File: src/rtl/cpu8alu_pkg.sv
// Shared types and constants for the 8-bit ALU with Z/N/H/C flags.
// Used by cpu8alu_core and cpu8_alu_with_flags_top; depends on nothing.

package cpu8alu_pkg;

   localparam int unsigned OPCODE_W   = 5;
   localparam int unsigned WORD_W     = 16;
   localparam int unsigned BYTE_W     = 8;
   localparam int unsigned BIT_IDX_W  = 3;
   localparam int unsigned REQ_DATA_W = 40;
   localparam int unsigned RSP_DATA_W = 24;

   localparam logic [7:0] DAA_LOW_ADJ  = 8'h06;
   localparam logic [7:0] DAA_HIGH_ADJ = 8'h60;
   localparam logic [7:0] BCD_BYTE_MAX = 8'h99;
   localparam logic [3:0] BCD_DIGIT_MAX = 4'h9;

   typedef enum logic [OPCODE_W-1:0] {
      OP_ADD   = 5'd0,
      OP_ADC   = 5'd1,
      OP_SUB   = 5'd2,
      OP_SBC   = 5'd3,
      OP_AND   = 5'd4,
      OP_XOR   = 5'd5,
      OP_OR    = 5'd6,
      OP_CP    = 5'd7,
      OP_INC   = 5'd8,
      OP_DEC   = 5'd9,
      OP_ADD16 = 5'd10,
      OP_RLC   = 5'd11,
      OP_RRC   = 5'd12,
      OP_RL    = 5'd13,
      OP_RR    = 5'd14,
      OP_SLA   = 5'd15,
      OP_SRA   = 5'd16,
      OP_SRL   = 5'd17,
      OP_BIT   = 5'd18,
      OP_SET   = 5'd19,
      OP_RES   = 5'd20,
      OP_DAA   = 5'd21
   } opcode_type;

   typedef struct packed {
      logic zero;
      logic subtract;
      logic half_carry;
      logic carry;
   } flags_type;

endpackage

File: src/rtl/cpu8alu_core.sv
// Combinational ALU datapath: one operation, result and new flags.
// Depends on cpu8alu_pkg for the opcode codes and the flag struct.

module cpu8alu_core
   import cpu8alu_pkg::*;
(
   input  logic [OPCODE_W-1:0]  opcode,
   input  logic [WORD_W-1:0]    operand_a,
   input  logic [WORD_W-1:0]    operand_b,
   input  logic [BIT_IDX_W-1:0] bit_index,
   input  flags_type            flags_in,
   output logic [WORD_W-1:0]    result,
   output flags_type            flags_out
);

   logic [7:0]  a;
   logic [7:0]  b;
   logic        add_cin;
   logic        sub_cin;
   logic [8:0]  sum8;
   logic [4:0]  sum_nib;
   logic [8:0]  diff8;
   logic [4:0]  diff_nib;
   logic [16:0] sum16;
   logic [12:0] sum12;
   logic [7:0]  bit_mask;
   logic        daa_lo;
   logic        daa_hi;
   logic [7:0]  daa_add;
   logic [7:0]  daa_sub;
   logic        set_zero;

   assign a = operand_a[BYTE_W-1:0];
   assign b = operand_b[BYTE_W-1:0];

   assign add_cin = (opcode == OP_ADC) ? flags_in.carry : 1'b0;
   assign sub_cin = (opcode == OP_SBC) ? flags_in.carry : 1'b0;

   assign sum8    = {1'b0, a} + {1'b0, b} + {8'd0, add_cin};
   assign sum_nib = {1'b0, a[3:0]} + {1'b0, b[3:0]} + {4'd0, add_cin};
   // bit 8 / bit 4 of the difference is the borrow
   assign diff8    = {1'b0, a} - {1'b0, b} - {8'd0, sub_cin};
   assign diff_nib = {1'b0, a[3:0]} - {1'b0, b[3:0]} - {4'd0, sub_cin};

   assign sum16 = {1'b0, operand_a} + {1'b0, operand_b};
   assign sum12 = {1'b0, operand_a[11:0]} + {1'b0, operand_b[11:0]};

   assign bit_mask = 8'd1 << bit_index;

   // decimal adjust: both tests look at the original accumulator
   assign daa_lo  = flags_in.half_carry || (a[3:0] > BCD_DIGIT_MAX);
   assign daa_hi  = flags_in.carry || (a > BCD_BYTE_MAX);
   assign daa_add = (daa_lo ? DAA_LOW_ADJ : 8'd0) | (daa_hi ? DAA_HIGH_ADJ : 8'd0);
   assign daa_sub = (flags_in.half_carry ? DAA_LOW_ADJ : 8'd0)
                  | (flags_in.carry ? DAA_HIGH_ADJ : 8'd0);

   always_comb begin
      result    = operand_a;
      flags_out = flags_in;
      set_zero  = 1'b1;
      case (opcode)
         OP_ADD, OP_ADC: begin
            result               = {8'd0, sum8[7:0]};
            flags_out.subtract   = 1'b0;
            flags_out.half_carry = sum_nib[4];
            flags_out.carry      = sum8[8];
         end
         OP_SUB, OP_SBC: begin
            result               = {8'd0, diff8[7:0]};
            flags_out.subtract   = 1'b1;
            flags_out.half_carry = diff_nib[4];
            flags_out.carry      = diff8[8];
         end
         OP_CP: begin
            result               = {8'd0, a};
            flags_out.zero       = (a == b);
            flags_out.subtract   = 1'b1;
            flags_out.half_carry = diff_nib[4];
            flags_out.carry      = diff8[8];
            set_zero             = 1'b0;
         end
         OP_AND: begin
            result               = {8'd0, a & b};
            flags_out.subtract   = 1'b0;
            flags_out.half_carry = 1'b1;
            flags_out.carry      = 1'b0;
         end
         OP_XOR: begin
            result               = {8'd0, a ^ b};
            flags_out.subtract   = 1'b0;
            flags_out.half_carry = 1'b0;
            flags_out.carry      = 1'b0;
         end
         OP_OR: begin
            result               = {8'd0, a | b};
            flags_out.subtract   = 1'b0;
            flags_out.half_carry = 1'b0;
            flags_out.carry      = 1'b0;
         end
         OP_INC: begin
            result               = {8'd0, a + 8'd1};
            flags_out.subtract   = 1'b0;
            flags_out.half_carry = (a[3:0] == 4'hF);
         end
         OP_DEC: begin
            result               = {8'd0, a - 8'd1};
            flags_out.subtract   = 1'b1;
            flags_out.half_carry = (a[3:0] == 4'h0);
         end
         OP_ADD16: begin
            result               = sum16[15:0];
            flags_out.subtract   = 1'b0;
            flags_out.half_carry = sum12[12];
            flags_out.carry      = sum16[16];
            set_zero             = 1'b0;
         end
         OP_RLC: begin
            result               = {8'd0, a[6:0], a[7]};
            flags_out.subtract   = 1'b0;
            flags_out.half_carry = 1'b0;
            flags_out.carry      = a[7];
         end
         OP_RRC: begin
            result               = {8'd0, a[0], a[7:1]};
            flags_out.subtract   = 1'b0;
            flags_out.half_carry = 1'b0;
            flags_out.carry      = a[0];
         end
         OP_RL: begin
            result               = {8'd0, a[6:0], flags_in.carry};
            flags_out.subtract   = 1'b0;
            flags_out.half_carry = 1'b0;
            flags_out.carry      = a[7];
         end
         OP_RR: begin
            result               = {8'd0, flags_in.carry, a[7:1]};
            flags_out.subtract   = 1'b0;
            flags_out.half_carry = 1'b0;
            flags_out.carry      = a[0];
         end
         OP_SLA: begin
            result               = {8'd0, a[6:0], 1'b0};
            flags_out.subtract   = 1'b0;
            flags_out.half_carry = 1'b0;
            flags_out.carry      = a[7];
         end
         OP_SRA: begin
            result               = {8'd0, a[7], a[7:1]};
            flags_out.subtract   = 1'b0;
            flags_out.half_carry = 1'b0;
            flags_out.carry      = a[0];
         end
         OP_SRL: begin
            result               = {8'd0, 1'b0, a[7:1]};
            flags_out.subtract   = 1'b0;
            flags_out.half_carry = 1'b0;
            flags_out.carry      = a[0];
         end
         OP_BIT: begin
            result               = {8'd0, a};
            flags_out.zero       = ~|(a & bit_mask);
            flags_out.subtract   = 1'b0;
            flags_out.half_carry = 1'b1;
            set_zero             = 1'b0;
         end
         OP_SET: begin
            result   = {8'd0, a | bit_mask};
            set_zero = 1'b0;
         end
         OP_RES: begin
            result   = {8'd0, a & ~bit_mask};
            set_zero = 1'b0;
         end
         OP_DAA: begin
            if (flags_in.subtract) begin
               result = {8'd0, a - daa_sub};
            end else begin
               result          = {8'd0, a + daa_add};
               flags_out.carry = daa_hi;
            end
            flags_out.half_carry = 1'b0;
         end
         default: begin
            // unused codes pass the operand and flags straight through
            set_zero = 1'b0;
         end
      endcase
      if (set_zero) begin
         flags_out.zero = (result == '0);
      end
   end

endmodule

File: src/rtl/cpu8_alu_with_flags_top.sv
// Top level of the 8-bit ALU with flags: input register, datapath, result register.
// Depends on cpu8alu_pkg and cpu8alu_core.
//
//  channel | dir | beat content
//  req_    | in  | tuser: opcode; tdata: operand_a, operand_b, bit_index, Z, N, H, C
//  rsp_    | out | tdata: result, Z, N, H, C
//
// One beat in per cycle, one beat out per cycle at full rate while rsp_tready stays high.
// When a request beat is taken it loads the input register; the result register then loads
// the ALU datapath output once the rsp_ side has room, and rsp_tvalid rises.
// A stalled rsp_ side holds its beat; the input register keeps filling until
// both stages are full, then req_tready drops.
// Synchronous active-high reset empties both stages.

module cpu8_alu_with_flags_top
   import cpu8alu_pkg::*;
(
   input  logic                  clock,
   input  logic                  reset,
   input  logic                  req_tvalid,
   output logic                  req_tready,
   // [15:0] operand_a, [31:16] operand_b, [34:32] bit_index, [35] zero_in,
   // [36] subtract_in, [37] half_carry_in, [38] carry_in, [39] zero pad
   input  logic [REQ_DATA_W-1:0] req_tdata,
   // [4:0] opcode
   input  logic [OPCODE_W-1:0]   req_tuser,
   output logic                  rsp_tvalid,
   input  logic                  rsp_tready,
   // [15:0] result, [16] zero_out, [17] subtract_out, [18] half_carry_out,
   // [19] carry_out, [23:20] zero pad
   output logic [RSP_DATA_W-1:0] rsp_tdata
);

   logic                 s1_valid_ff, s1_valid_in;
   logic [OPCODE_W-1:0]  s1_opcode_ff;
   logic [WORD_W-1:0]    s1_a_ff;
   logic [WORD_W-1:0]    s1_b_ff;
   logic [BIT_IDX_W-1:0] s1_bit_ff;
   flags_type            s1_flags_ff;

   logic                 s2_valid_ff, s2_valid_in;
   logic [WORD_W-1:0]    s2_result_ff;
   flags_type            s2_flags_ff;

   logic                 s2_ready;
   logic                 s1_ready;
   logic                 req_take;
   logic                 s1_move;
   logic [WORD_W-1:0]    alu_result;
   flags_type            alu_flags;
   flags_type            req_flags;

   assign s2_ready = !s2_valid_ff || rsp_tready;
   assign s1_ready = !s1_valid_ff || s2_ready;
   assign req_tready = s1_ready;
   assign req_take = req_tvalid && s1_ready;
   assign s1_move  = s1_valid_ff && s2_ready;

   assign req_flags.zero       = req_tdata[35];
   assign req_flags.subtract   = req_tdata[36];
   assign req_flags.half_carry = req_tdata[37];
   assign req_flags.carry      = req_tdata[38];

   assign s1_valid_in = req_take || (s1_valid_ff && !s2_ready);
   assign s2_valid_in = s1_move || (s2_valid_ff && !rsp_tready);

   always_ff @(posedge clock) begin
      if (reset) begin
         s1_valid_ff <= 1'b0;
         s2_valid_ff <= 1'b0;
      end else begin
         s1_valid_ff <= s1_valid_in;
         s2_valid_ff <= s2_valid_in;
      end
   end

   always_ff @(posedge clock) begin
      if (req_take) begin
         s1_opcode_ff <= req_tuser;
         s1_a_ff      <= req_tdata[15:0];
         s1_b_ff      <= req_tdata[31:16];
         s1_bit_ff    <= req_tdata[34:32];
         s1_flags_ff  <= req_flags;
      end
   end

   cpu8alu_core u_core (
      .opcode    (s1_opcode_ff),
      .operand_a (s1_a_ff),
      .operand_b (s1_b_ff),
      .bit_index (s1_bit_ff),
      .flags_in  (s1_flags_ff),
      .result    (alu_result),
      .flags_out (alu_flags)
   );

   always_ff @(posedge clock) begin
      if (s1_move) begin
         s2_result_ff <= alu_result;
         s2_flags_ff  <= alu_flags;
      end
   end

   assign rsp_tvalid = s2_valid_ff;
   assign rsp_tdata  = {4'd0, s2_flags_ff.carry, s2_flags_ff.half_carry,
                        s2_flags_ff.subtract, s2_flags_ff.zero, s2_result_ff};

   a_reset_empty: assert property (@(posedge clock)
      reset |=> !rsp_tvalid && !s1_valid_ff)
      else $error("pipeline not empty after reset");

   a_take_fills_s1: assert property (@(posedge clock) disable iff (reset)
      req_tvalid && req_tready |=> s1_valid_ff)
      else $error("accepted beat lost at input register");

   a_s1_hold: assert property (@(posedge clock) disable iff (reset)
      s1_valid_ff && !s2_ready |=> s1_valid_ff && $stable(s1_a_ff) && $stable(s1_opcode_ff))
      else $error("input register changed while blocked");

   a_s1_to_s2: assert property (@(posedge clock) disable iff (reset)
      s1_valid_ff && s2_ready |=> rsp_tvalid)
      else $error("beat lost between stages");

endmodule
File: config.mk
export PLATFORM = sky130hd
export DESIGN_NAME = cpu8_alu_with_flags_top
export DESIGN_NICKNAME = d
export VERILOG_FILES = /design/src/rtl/cpu8alu_pkg.sv /design/src/rtl/cpu8alu_core.sv /design/src/rtl/cpu8_alu_with_flags_top.sv
export SDC_FILE = /design/constraint.sdc
export NUM_CORES = 1
export LEC_CHECK = 0
export BUFFER_PORTS_ARGS = -buffer_cell sky130_fd_sc_hd__buf_2
export CAP_MARGIN = 20
export CORE_ASPECT_RATIO = 1.4
export CORE_MARGIN = 2
export CORE_UTILIZATION = 35
export DETAILED_ROUTE_END_ITERATION = 8
export PLACE_DENSITY = 0.61
export SYNTH_ARGS = -nofsm -noshare
export SYNTH_HDL_FRONTEND = slang
export SYNTH_SLANG_ARGS = --single-unit
File: constraint.sdc
create_clock -name clock -period 4.3 [get_ports clock]
set_input_delay 0.43 -clock clock [delete_from_list [all_inputs] [get_ports clock]]
set_output_delay 0.43 -clock clock [all_outputs]
set_load 0.01 [all_outputs]
==> results.py <==
metrics = {
    "setup_path": {
        "worst-r2r-cell-count": 10,
        "crit_top_cell": "nand3_1",
        "timing.critical_path.slowest_stage_cell": "fa_1",
        "cp-start-kind": "flip-flop",
        "crit_type": "reg2reg",
        "arrival_ns": 4.14,
        "reg2reg_slack_ns": 0.31,
        "worstPathRequired_ns": 4.45,
        "worstReg2RegStart": "s1_opcode_ff[0]",
        "crit_path_cell_trace": "nor2b_1, nand3_1, a21o_1, o21ai_0, fa_1, a221oi_1, nand3_1, or4_1, or3_1, o41ai_2",
        "cp-end-kind": "flip-flop",
        "slowest_delay_ns": 0.54,
        "path_max_fanout": 8,
        "worst_r2r_endpoint": "rsp_tdata[16]",
    },
    "route": {
        "avgViaCountPerCell": 5.86,
        "first_pass_iters": 5,
        "drt_iter0_drc": 390,
        "vias": 4850,
        "drc": 0,
        "avgRoutedWirePerCell_um": 20.2,
        "antenna_left": 0,
        "drt_wl_total_um": 16700,
    },
    "final_layout": {
        "nets": 723,
        "drive_above_1_share_pct": 20.5,
        "layout-area-overhead-vs-synth_pct": 17.9,
        "diodes": 0,
        "instances_no_fill": 827,
    },
    "clock_tree": {
        "cts_sinks": 66,
        "cts_root_buf": "clkbuf_16",
        "clk_latency_ns": 0.34,
        "cts-resized-gates": 0,
        "clk_pin_slew_ns": 0.06,
        "cts_buffers": 9,
        "cts_hold_buffers": 0,
        "cts_tree": "built",
        "h-tree-depth": 3,
        "cts_setup_buffers": 0,
        "clk_path_buf_depth": 2,
    },
    "timing": {
        "slew_headroom_pct": 30.8,
        "hold_violations": 0,
        "fin_ws_ns": 0.315,
        "fmax_mhz": 251,
        "drv_slew": 0,
        "tightestPinTransition_ns": 1.04,
        "finalCriticalPeriod_ns": 3.99,
        "finalCritPeriodShare_pct": 92.7,
        "setup_viol": 0,
        "rsz0062_at_grt": "no",
        "whs_ns": 0.256,
        "fin_skew_ns": 0.00681,
        "tns_ns": 0,
    },
    "die": {
        "start_util_pct": 35.4,
        "ios": 75,
        "rows": 53,
        "fp.dieArea_um2": 16100,
        "die_w_um": 108,
        "dieHeight_um": 149,
        "core_um2": 14900,
    },
    "global_route": {
        "track_usage_pct": 21.2,
        "grt_pass1_vias": 4758,
        "antenna_found_initial": 0,
        "grt_overflow": 0,
        "grt_max_degree": 45,
        "grt_first_pass_wirelength_um": 25800,
    },
    "synthesis": {
        "synth_edf_count": 64,
        "synth_ff_type": "edfxtp_1",
        "synthDominantCellAreaShare_pct": 36.4,
        "ys_seq_elements": 66,
        "synthTopCellsByCount": "64 x edfxtp_1, 43 x nor2_1, 40 x a21oi_1",
        "yosys_warnings": 0,
        "syn_area_um2": 5280,
        "synth_top_area_cell": "edfxtp_1",
        "synthMostInstantiatedCell": "edfxtp_1",
        "synth.area.top_cells": "edfxtp_1 36%, ha_1 9.0%, a21oi_1 3.8%",
        "syn_avg_cell_area_um2": 9.58,
        "synth_cell_types": 76,
        "synth_cells": 551,
        "seq_area_frac_synth_pct": 37.1,
        "synthArstFlopShare_pct": 0,
    },
    "placed_design": {
        "dp.cells": 811,
        "hpwlAfterDp_um": 12800,
        "dp_slack_ns": 0.368,
        "place.gp.congestion": 0.909,
        "io_buffers": 69,
    },
    "job": {
        "cap_viol_max_count": 0,
    },
    "hold_path": {
        "worstHoldPathCells": 1,
        "hold_class": "in2reg",
        "hold_start": "req_tdata[29]",
        "whs_endpoint": "s1_b_ff[13]",
    },
    "power_and_ir_drop": {
        "peakVddDrop_v": 0.000160,
        "p_leak_nw": 2.49,
        "power_density_nw_per_um2": 326,
    },
    "outcome": {
        "status": "completed",
    },
}
[cell type report]
| class | count | area, um2 |
|---|---|---|
| repair buffers | 92 | 518 |
| fillers | 1492 | 8690 |
| clock buffers | 9 | 225 |
| inverters | 31 | 116 |
| well taps | 192 | 240 |
| clock inverters | 7 | 83.8 |
| flip-flops and latches | 66 | 1960 |
| multi-input cells | 430 | 3080 |
[cells in the final DEF (no fill, tap or decap), types with 6 or more instances in the layout]
master	synthesis	final
ha_1	38	38
mux2i_1	6	6
fa_1	6	6
nor2_1	43	43
xnor2_1	10	10
inv_1	31	31
edfxtp_1	64	64
nor2b_1	12	11
buf_2	4	69
a21o_1	9	9
nand4_1	7	7
a221oi_1	10	10
a21oi_1	40	40
buf_4	6	23
nand2_1	34	34
nor4_1	8	7
o21ai_0	35	35
or3_1	8	8
nand3_1	14	14
nor3_1	15	14
xor2_1	9	9
nand2b_1	13	13
clkbuf_16	0	9
a31oi_1	6	6
[worst max-delay path by stage]
stage / start / endpoint / slack (ns) / cells past startpoint
after floorplan: s1_opcode_ff[4] / rsp_tdata[16] / 0.37 / 14
after global placement: s1_opcode_ff[0] / rsp_tdata[16] / 0.51 / 12
after detailed placement: s1_opcode_ff[0] / rsp_tdata[16] / 0.37 / 10
after CTS: s1_opcode_ff[0] / rsp_tdata[16] / 0.34 / 10
after global routing: s1_opcode_ff[0] / rsp_tdata[16] / 0.13 / 10
final: s1_opcode_ff[0] / rsp_tdata[16] / 0.31 / 10
[flip-flops by register name, summed over array words and instances (netlist names)]
register and count:
s1_flags_ff 4, rsp_tvalid 1, s1_opcode_ff 5, s1_b_ff 16
s1_valid_ff 1, s1_bit_ff 3, s1_a_ff 16, s2_result_ff 16
rsp_tdata 4
[critical path: cells and delay by family (launching register included)]
family	cells	cell delay (ns)
fa+ha+maj	1	0.54
flops	1	0.52
simple gates	5	1.61
compound gates	4	1.13
[cell families after synthesis]
kind of cell	synth area share [%]
buffers and inverters	5.09
AND/OR/NAND/NOR	17.6
adder cells (fa/ha/maj)	11.3
flip-flops	37.1
XOR/XNOR	3.15
other	0.0710
multiplexers	1.78
AO/OA/AOI/OAI	23.9
[power by group]
part	internal, W	switching [W]
logic	0.000192	0.000286
clock network	0.000459	0.000306
registers	0.000755	0.0000333
total	0.00141	0.000625
[layer usage]
metal	routed length [um]	global-route usage, %	vias up
li1	-	-	2260
met3	907	3.06	40
met2	8630	38.1	200
met1	6570	24.8	2350
met5	0	0	-
met4	602	8.97	0
[through the flow]
step           total power [W]  utilization [%]  cell area, um2
2_1_floorplan          0.00112                -            5290
3_3_place_gp           0.00126             39.7            5920
3_5_place_dp           0.00127             39.7            5920
4_1_cts                0.00204             41.7            6230
5_1_grt                0.00212             41.7            6230
6_report               0.00203             41.7            6230
No activity file was read; power rests on OpenSTA's default activity.
